==> src/rtl/ple_pkg.sv <==
`timescale 1ns / 1ps
// shared constants, codes and types for the positional list engine
package ple_pkg;

    localparam int CAPACITY = 64;
    localparam int DATA_W   = 32;
    localparam int POS_W    = 7;
    localparam int OP_W     = 2;
    localparam int ST_W     = 2;
    localparam int CNT_W    = $clog2(CAPACITY + 1);
    localparam int GRP      = 8;
    localparam int NGRP     = (CAPACITY + GRP - 1) / GRP;
    localparam int IN_W     = 48;
    localparam int OUT_W    = 48;

    typedef enum logic [OP_W-1:0] {
        OP_INSERT = 2'd0,
        OP_READ   = 2'd1,
        OP_REMOVE = 2'd2,
        OP_NONE   = 2'd3
    } op_t;

    typedef enum logic [ST_W-1:0] {
        ST_OK     = 2'd0,
        ST_BADPOS = 2'd1,
        ST_FULL   = 2'd2
    } status_t;

    typedef enum logic [2:0] {
        S_IDLE   = 3'b001,
        S_GATHER = 3'b010,
        S_OUTPUT = 3'b100
    } state_t;

    typedef struct packed {
        logic load_new;
        logic take_left;
        logic take_right;
        logic match;
    } cell_ctrl_t;

endpackage

==> src/rtl/ple_cell.sv <==
`timescale 1ns / 1ps
// one storage cell of the shifting list row
module ple_cell (
    input  logic                        clk,
    input  ple_pkg::cell_ctrl_t         ctrl,
    input  logic [ple_pkg::DATA_W-1:0]  new_value,
    input  logic [ple_pkg::DATA_W-1:0]  left_value,
    input  logic [ple_pkg::DATA_W-1:0]  right_value,
    output logic [ple_pkg::DATA_W-1:0]  value,
    output logic [ple_pkg::DATA_W-1:0]  read_word
);

    logic [ple_pkg::DATA_W-1:0] value_reg;
    logic [ple_pkg::DATA_W-1:0] value_next;

    always_comb
    begin
        value_next = value_reg;
        if (ctrl.load_new)
        begin
            value_next = new_value;
        end
        else if (ctrl.take_left)
        begin
            value_next = left_value;
        end
        else if (ctrl.take_right)
        begin
            value_next = right_value;
        end
    end

    always_ff @(posedge clk)
    begin
        value_reg <= value_next;
    end

    assign value     = value_reg;
    assign read_word = ctrl.match ? value_reg : '0;

endmodule
==> config.mk <==
export PLATFORM = sky130hd
export DESIGN_NAME = ple_cell
export DESIGN_NICKNAME = d
export VERILOG_FILES = /design/src/rtl/ple_pkg.sv /design/src/rtl/ple_cell.sv
export SDC_FILE = /design/constraint.sdc
export NUM_CORES = 1
export LEC_CHECK = 0
export ABC_AREA = 1
export BUFFER_PORTS_ARGS = -buffer_cell sky130_fd_sc_hd__buf_2
export CORE_MARGIN = 3
export CORE_UTILIZATION = 30
export CTS_CLUSTER_SIZE = 40
export DETAILED_ROUTE_END_ITERATION = 8
export PLACE_DENSITY = 0.62
export SYNTH_ARGS = -nofsm -noshare
export SYNTH_HDL_FRONTEND = slang
export SYNTH_SLANG_ARGS = --single-unit
==> constraint.sdc <==
create_clock -name clk -period 2.3 [get_ports clk]
set_clock_uncertainty 0.05 [all_clocks]
set_input_delay 0.345 -clock clk [delete_from_list [all_inputs] [get_ports clk]]
set_output_delay 0.345 -clock clk [all_outputs]
set_load 0.005 [all_outputs]
### Word-level counts from Yosys, hierarchy flattened

Cells that the tools add are included.

* word-level logic and storage cells: 6
* register bits after elaboration: 32
* output and inout bits: 64

* reductions and logical operators: 1
* muxes and demuxes: 4

Operators with widths (count)
* 32-bit 2-to-1 mux: 4
* 3-bit nonzero test: 1

### Logic depth before layout (Yosys ltp)

Gate-level depths: netlist of run 1.

* word-level depth: 3
* gate-level depth with buffers: 6
* gate-level depth less buffers: 4

### Worst setup path before layout of run 1

Ideal clock, no wire load.

* path type: input to register
* start point: in ctrl[3] in the netlist's numbering
* end point: reg value_reg, in the netlist value[0], enable pin
* buffers on the path: 2
* stages on the path: 4
* setup time: 390 ps
* setup slack: 502 ps
* arrival: 1358 ps
* path through: buf_4 inv_4 buf_4 nand2_1

* longest elaborated chain between the ends: 1

Ends and longest elaborated chain
* start, declared: RTL line ple_cell.sv:5 `input ple_pkg::cell_ctrl_t ctrl,`
* 3-bit nonzero test (no line)
* end signal, assigned: RTL line ple_cell.sv:35 `value_reg <= value_next;`
* end, declared: RTL line ple_cell.sv:13 `logic [ple_pkg::DATA_W-1:0] value_reg;`

No other way between the ends.
A chain may end at the register's enable or synchronous reset.

### Worst setup path in the final report of run 1

* start point: in ctrl[3] in the netlist's numbering
* end point: reg value_reg, in the netlist value[4], enable pin

Same word-level chain as after synthesis.

==> results.json, run 1 <==
{
  "status": "completed",
  "worst_setup_path_end_kind": "register",
  "initial_core_util_pct": 31.9,
  "drc_errors": 0,
  "die_y_um": 92.2,
  "p_leak_nw": 2.17,
  "synthCells": 341,
  "place_inst": 587,
  "cp.arrival_ps": 1610,
  "postCtsHoldBufs": 0,
  "tightest_slew_ps": 664,
  "crit_path_cell_trace": "buf_2, inv_4, nand2_1, buf_4",
  "place_ws_ps": 298,
  "rows": 30,
  "cts_resized": 0,
  "gp_congestion": 0.796,
  "drtAntennaViolNets": 0,
  "hp-class": "input pin to register",
  "layoutNonFillerInstCount": 595,
  "synth.cell_area_um2": 2230,
  "grt_overflow": 0,
  "synth-seq-cells": 32,
  "yosysWarnings": 0,
  "antenna_found_initial": 1,
  "hold_viol_final": 0,
  "crit_fanout": 33,
  "cts_sinks": 32,
  "path_class": "input pin to register",
  "nFillCells": 780,
  "register_area_um2": 961,
  "fin_crit_sh_pct": 73.5,
  "final_max_slew_viol_count": 0,
  "largest_reg_flops": 32,
  "multiInputGateArea_um2": 768,
  "dp_hpwl_um": 5250,
  "grt.total_usage_pct": 15.6,
  "routed_wl_um": 6830,
  "fin_tns_setup_ps": 0,
  "cts_root_buf": "clkbuf_8",
  "fmax_mhz": 591,
  "grt_pass1_wl_um": 10500,
  "clk_path_buf_depth": 2,
  "core_area_um2": 6980,
  "cts_tree": "built",
  "critical_path_required_ps": 2220,
  "final_area_um2": 3170,
  "first_global_vias": 2322,
  "die_x_um": 92.2,
  "vdd.ir_drop.worst_mv": 0.237,
  "area.growth.synth_to_final_pct": 42.3,
  "crit_buf_inv": 3,
  "grt_max_degree": 34,
  "p_per_area_nw_per_um2": 527,
  "post_cts_buffers": 0,
  "worstSetupStartpoint": "ctrl[3]",
  "grt_setup_unrepaired": "no",
  "cts_buffers": 5,
  "syn-num-nets": 442,
  "holdCritStartpoint": "new_value[21]",
  "drt-pass1-iter-count": 5,
  "critPathLaunchType": "input pin",
  "slowest_delay_ps": 520,
  "port_buffers": 164,
  "dpl_cell_area_um2": 3070,
  "yosysSeqAreaShare_pct": 43.1,
  "dieArea_um2": 8500,
  "synth.distinct_cells": 9,
  "postLayoutCoreUtil_pct": 45.4,
  "syn_area_per_cell_um2": 6.54,
  "maxCapViolCount": 0,
  "fin_nets": 599,
  "io_pins": 165,
  "antenna_cells": 0,
  "min_period_ps": 1690,
  "vias": 2431,
  "maxSlewHeadroom_pct": 55.8,
  "setup_viol": 0,
  "drtIter0Drc": 78,
  "wl_per_cell_um": 11.5,
  "viasPerCell": 4.09,
  "critical_path.top_delay_family": "buffers and inverters",
  "htree_levels": 2,
  "worst_slack_ps": 609,
  "clk_pin_slew_ps": 60,
  "layout-drive-gt1-share_pct": 35.1,
  "cp_slowest_cell": "buf_2"
}
==> layout by cell type (no fill, tap or decap) <==
cell,instances
clkinv_1,2
nand2_1,161
nand3_1,32
buf_2,164
inv_4,2
edfxtp_1,32
clkbuf_8,5
bufinv_16,1
inv_1,96
nor2_1,1
buf_4,3
==> worst min-delay path, stage by stage <==
cell and delay [ps]:
buf_2 70, nand2_1 40, nand2_1 50
==> through the flow <==
step	total power [W]	hold slack (ps)
global placement	0.00117	567
CTS	0.00170	271
detailed placement	0.00118	571
global route	0.00179	278
floorplan	0.000961	477
finish	0.00167	279
==> metal layers <==
layer  part of all wire, %  global-route usage [%]
met5                  0.21                       0
met4                   2.1                    6.81
met3                   6.6                    3.20
met2                    51                    28.0
met1                    40                    17.8
==> final timing paths <==
path                  slack (ps)  depth (start not counted)   endpoint
worst max-delay path         610                          4   value[4]
worst min-delay path         280                          3  value[21]
==> cells in the mapped netlist (all sizes together) <==
master	count	area, um2
nand2	161	604
inv	98	373
edfxtp	32	961
nand3	32	160
buf	17	128
nor2	1	3.75
==> report_power, final <==
part           switching [W]  internal, W  leakage [nW]  total [W]
clock               0.000197     0.000315        0.0532   0.000512
sequential         0.0000380     0.000723         0.336   0.000761
combinational       0.000206     0.000194          1.78   0.000400
==> final cells by class <==
cell class | instances | area share (%)
inverters | 98 | 11.8
clock buffers | 5 | 2.17
well taps | 96 | 3.79
multi-input cells | 194 | 24.2
flip-flops and latches | 32 | 30.3
repair buffers | 167 | 26.6
clock inverters | 3 | 1.18
==> logic make-up (layout without fill, tap and decap cells) <==
| family | count (synthesis) | in the layout | synth area share (%) |
|---|---|---|---|
| AND/OR/NAND/NOR | 194 | 194 | 34.5 |
| flip-flops | 32 | 32 | 43.1 |
| buffers and inverters | 115 | 273 | 22.4 |
No activity file was read; power rests on OpenSTA's default activity.
==> run 2, diff against run 1 <==
Settings changed: ABC_AREA 1 to 0, PLACE_DENSITY 0.62 to 0.68.
Clock period 2.3 ns to 1.55 ns, I/O delays scaled along.
==> results.json, run 2 <==
{
  "drtAntennaViolNets": 0,
  "grt_overflow": 0,
  "p_per_area_nw_per_um2": 797,
  "holdCritStartpoint": "new_value[30]",
  "drtIter0Drc": 37,
  "synth_area_leader_cell": "edfxtp_1",
  "seq_power_share_pct": 49.7,
  "nFillCells": 603,
  "yosysWarnings": 0,
  "hold_path_end": "value[30]",
  "synth_common_cells": "and2_1 (32), edfxtp_1 (32), mux2i_1 (32), nand2_1 (32), o21ai_1 (30)",
  "postCtsHoldBufs": 0,
  "largest_reg_flops": 32,
  "fin_nets": 438,
  "fin_crit_sh_pct": 81.7,
  "register_area_um2": 961,
  "rows": 28,
  "die_x_um": 85.3,
  "maxSlewHeadroom_pct": 71.6,
  "critical_path_required_ps": 1270,
  "setup_viol": 0,
  "syn_area_per_cell_um2": 10.8,
  "whs_ps": 180,
  "drt-pass1-iter-count": 4,
  "vdd.ir_drop.worst_mv": 0.361,
  "dp_hpwl_um": 4380,
  "crit_fanout": 2,
  "hp-class": "input pin to register",
  "clock_power_share_pct": 26.3,
  "cts_buffers": 5,
  "critPathLaunchType": "register",
  "port_buffers": 164,
  "worst_setup_path_end_kind": "output pin",
  "synthFlopType": "edfxtp_1",
  "initial_core_util_pct": 31.5,
  "htree_levels": 2,
  "clk_pin_slew_ps": 60,
  "grt_pass1_wl_um": 8470,
  "async_reset_ff_share_pct": 0,
  "min_period_ps": 1270,
  "post_cts_buffers": 0,
  "first_global_vias": 1777,
  "dieArea_um2": 7270,
  "hold_viol_final": 0,
  "core_area_um2": 5990,
  "fmax_mhz": 790,
  "place_inst": 405,
  "antenna_found_initial": 0,
  "status": "completed",
  "cp.arrival_ps": 980,
  "synth-edff-count": 32,
  "cts_resized": 0,
  "final_cell_mix": "buf_2 (164), mux2i_1 (32), nand2_1 (32), and2_1 (32), edfxtp_1 (32)",
  "intPower_w": 0.00168,
  "p_leak_nw": 1.48,
  "layout-drive-gt1-share_pct": 51.8,
  "area.growth.synth_to_final_pct": 49.3,
  "synthCells": 175,
  "grt_max_degree": 39,
  "cts_tree": "built",
  "synth-seq-cells": 32,
  "final_common_cell": "buf_2",
  "p_switching_w": 0.000560,
  "path_class": "register to output pin",
  "yosysSeqAreaShare_pct": 51.0,
  "hold_depth": 3,
  "final_max_slew_viol_count": 0,
  "grt.total_usage_pct": 14.9,
  "tightest_slew_ps": 426,
  "io_pins": 165,
  "synth.distinct_cells": 11,
  "wl_per_cell_um": 13.0,
  "multiInputGateArea_um2": 808,
  "viasPerCell": 4.39,
  "yosysTopAreaCellShare_pct": 51.0,
  "antenna_cells": 0,
  "drc_errors": 0,
  "cts_root_buf": "clkbuf_8",
  "routed_wl_um": 5380,
  "die_y_um": 85.3,
  "cts_sinks": 32,
  "synth_area_leaders": "edfxtp_1 (51%), mux2i_1 (17%), and2_1 (11%), o21ai_1 (8.0%), nand2_1 (6.4%)",
  "fin_tns_setup_ps": 0,
  "layoutNonFillerInstCount": 413,
  "maxCapViolCount": 0,
  "gp_congestion": 0.743,
  "vias": 1812,
  "grt_setup_unrepaired": "no",
  "synth.cell_area_um2": 1880,
  "clk_path_buf_depth": 2,
  "p_comb_share_pct": 23.9,
  "switching_share_pct": 25.0,
  "syn-num-nets": 276
}
run 2: cell types whose count changed after synthesis, sizes merged, moves of 32 or more:
cell   before  now
o21ai       0   32
inv        98    0
mux2i       0   32
nand2     161   32
and2        0   32
nand3      32    0
run 2: cell type report:
type | count | share of cell area, %
tap | 75 | 3.33
multi-input combinational | 129 | 28.7
clock inverter | 1 | 0.133
sequential | 32 | 34.1
clock buffer | 7 | 2.71
timing repair buffer | 169 | 30.9
run 2: kinds of logic after synthesis:
group,synth area share [%]
AOI/OAI and AO/OA,8.50
buffers and inverters,6.18
DFF,51.0
muxes,17.0
and+or+nand+nor,17.3
run 2: worst max path at each step:
| stage | to | start | depth (start not counted) | slack (ps) |
|---|---|---|---|---|
| floorplan | value[0] | ctrl[2] | 2 | 50 |
| global placement | value[10] | ctrl[2] | 3 | 190 |
| detailed placement | value[17] | ctrl[2] | 3 | 190 |
| CTS | read_word[20] | value[20] | 2 | 260 |
| global route | read_word[14] | value[14] | 2 | 230 |
| finish | read_word[21] | value[21] | 2 | 280 |
run 2: per-stage QoR:
stage	setup WS, ps	util (%)	power (W)	cell area [um2]
2_1_floorplan	48.1	-	0.00137	1890
3_3_place_gp	189	45.6	0.00167	2730
3_5_place_dp	188	45.6	0.00168	2730
4_1_cts	263	47.0	0.00229	2810
5_1_grt	227	47.0	0.00241	2810
6_report	284	47.0	0.00224	2810
run 2: critical path, stage by stage (launching register included):
cell	delay (ps)
edfxtp_1	400
and2_1	180
buf_2	130
run 2: power by group through the flow:
stage / logic (W) / clock network [W] / registers (W)
final: 0.000537 / 0.000591 / 0.00112
after global routing: 0.000599 / 0.000677 / 0.00113
after CTS: 0.000547 / 0.000627 / 0.00112
after detailed placement: 0.000547 / 0 / 0.00113
after global placement: 0.000535 / 0 / 0.00113
after floorplan: 0.000232 / 0 / 0.00114
run 2: metal layers:
metal / vias up / share of wire [%] / track usage, %
li1: 934 / - / -
met1: 789 / 35 / 15.0
met2: 84 / 55 / 28.8
met3: 5 / 8.5 / 4.08
met4: 0 / 1.2 / 5.18
met5: - / 0 / 0
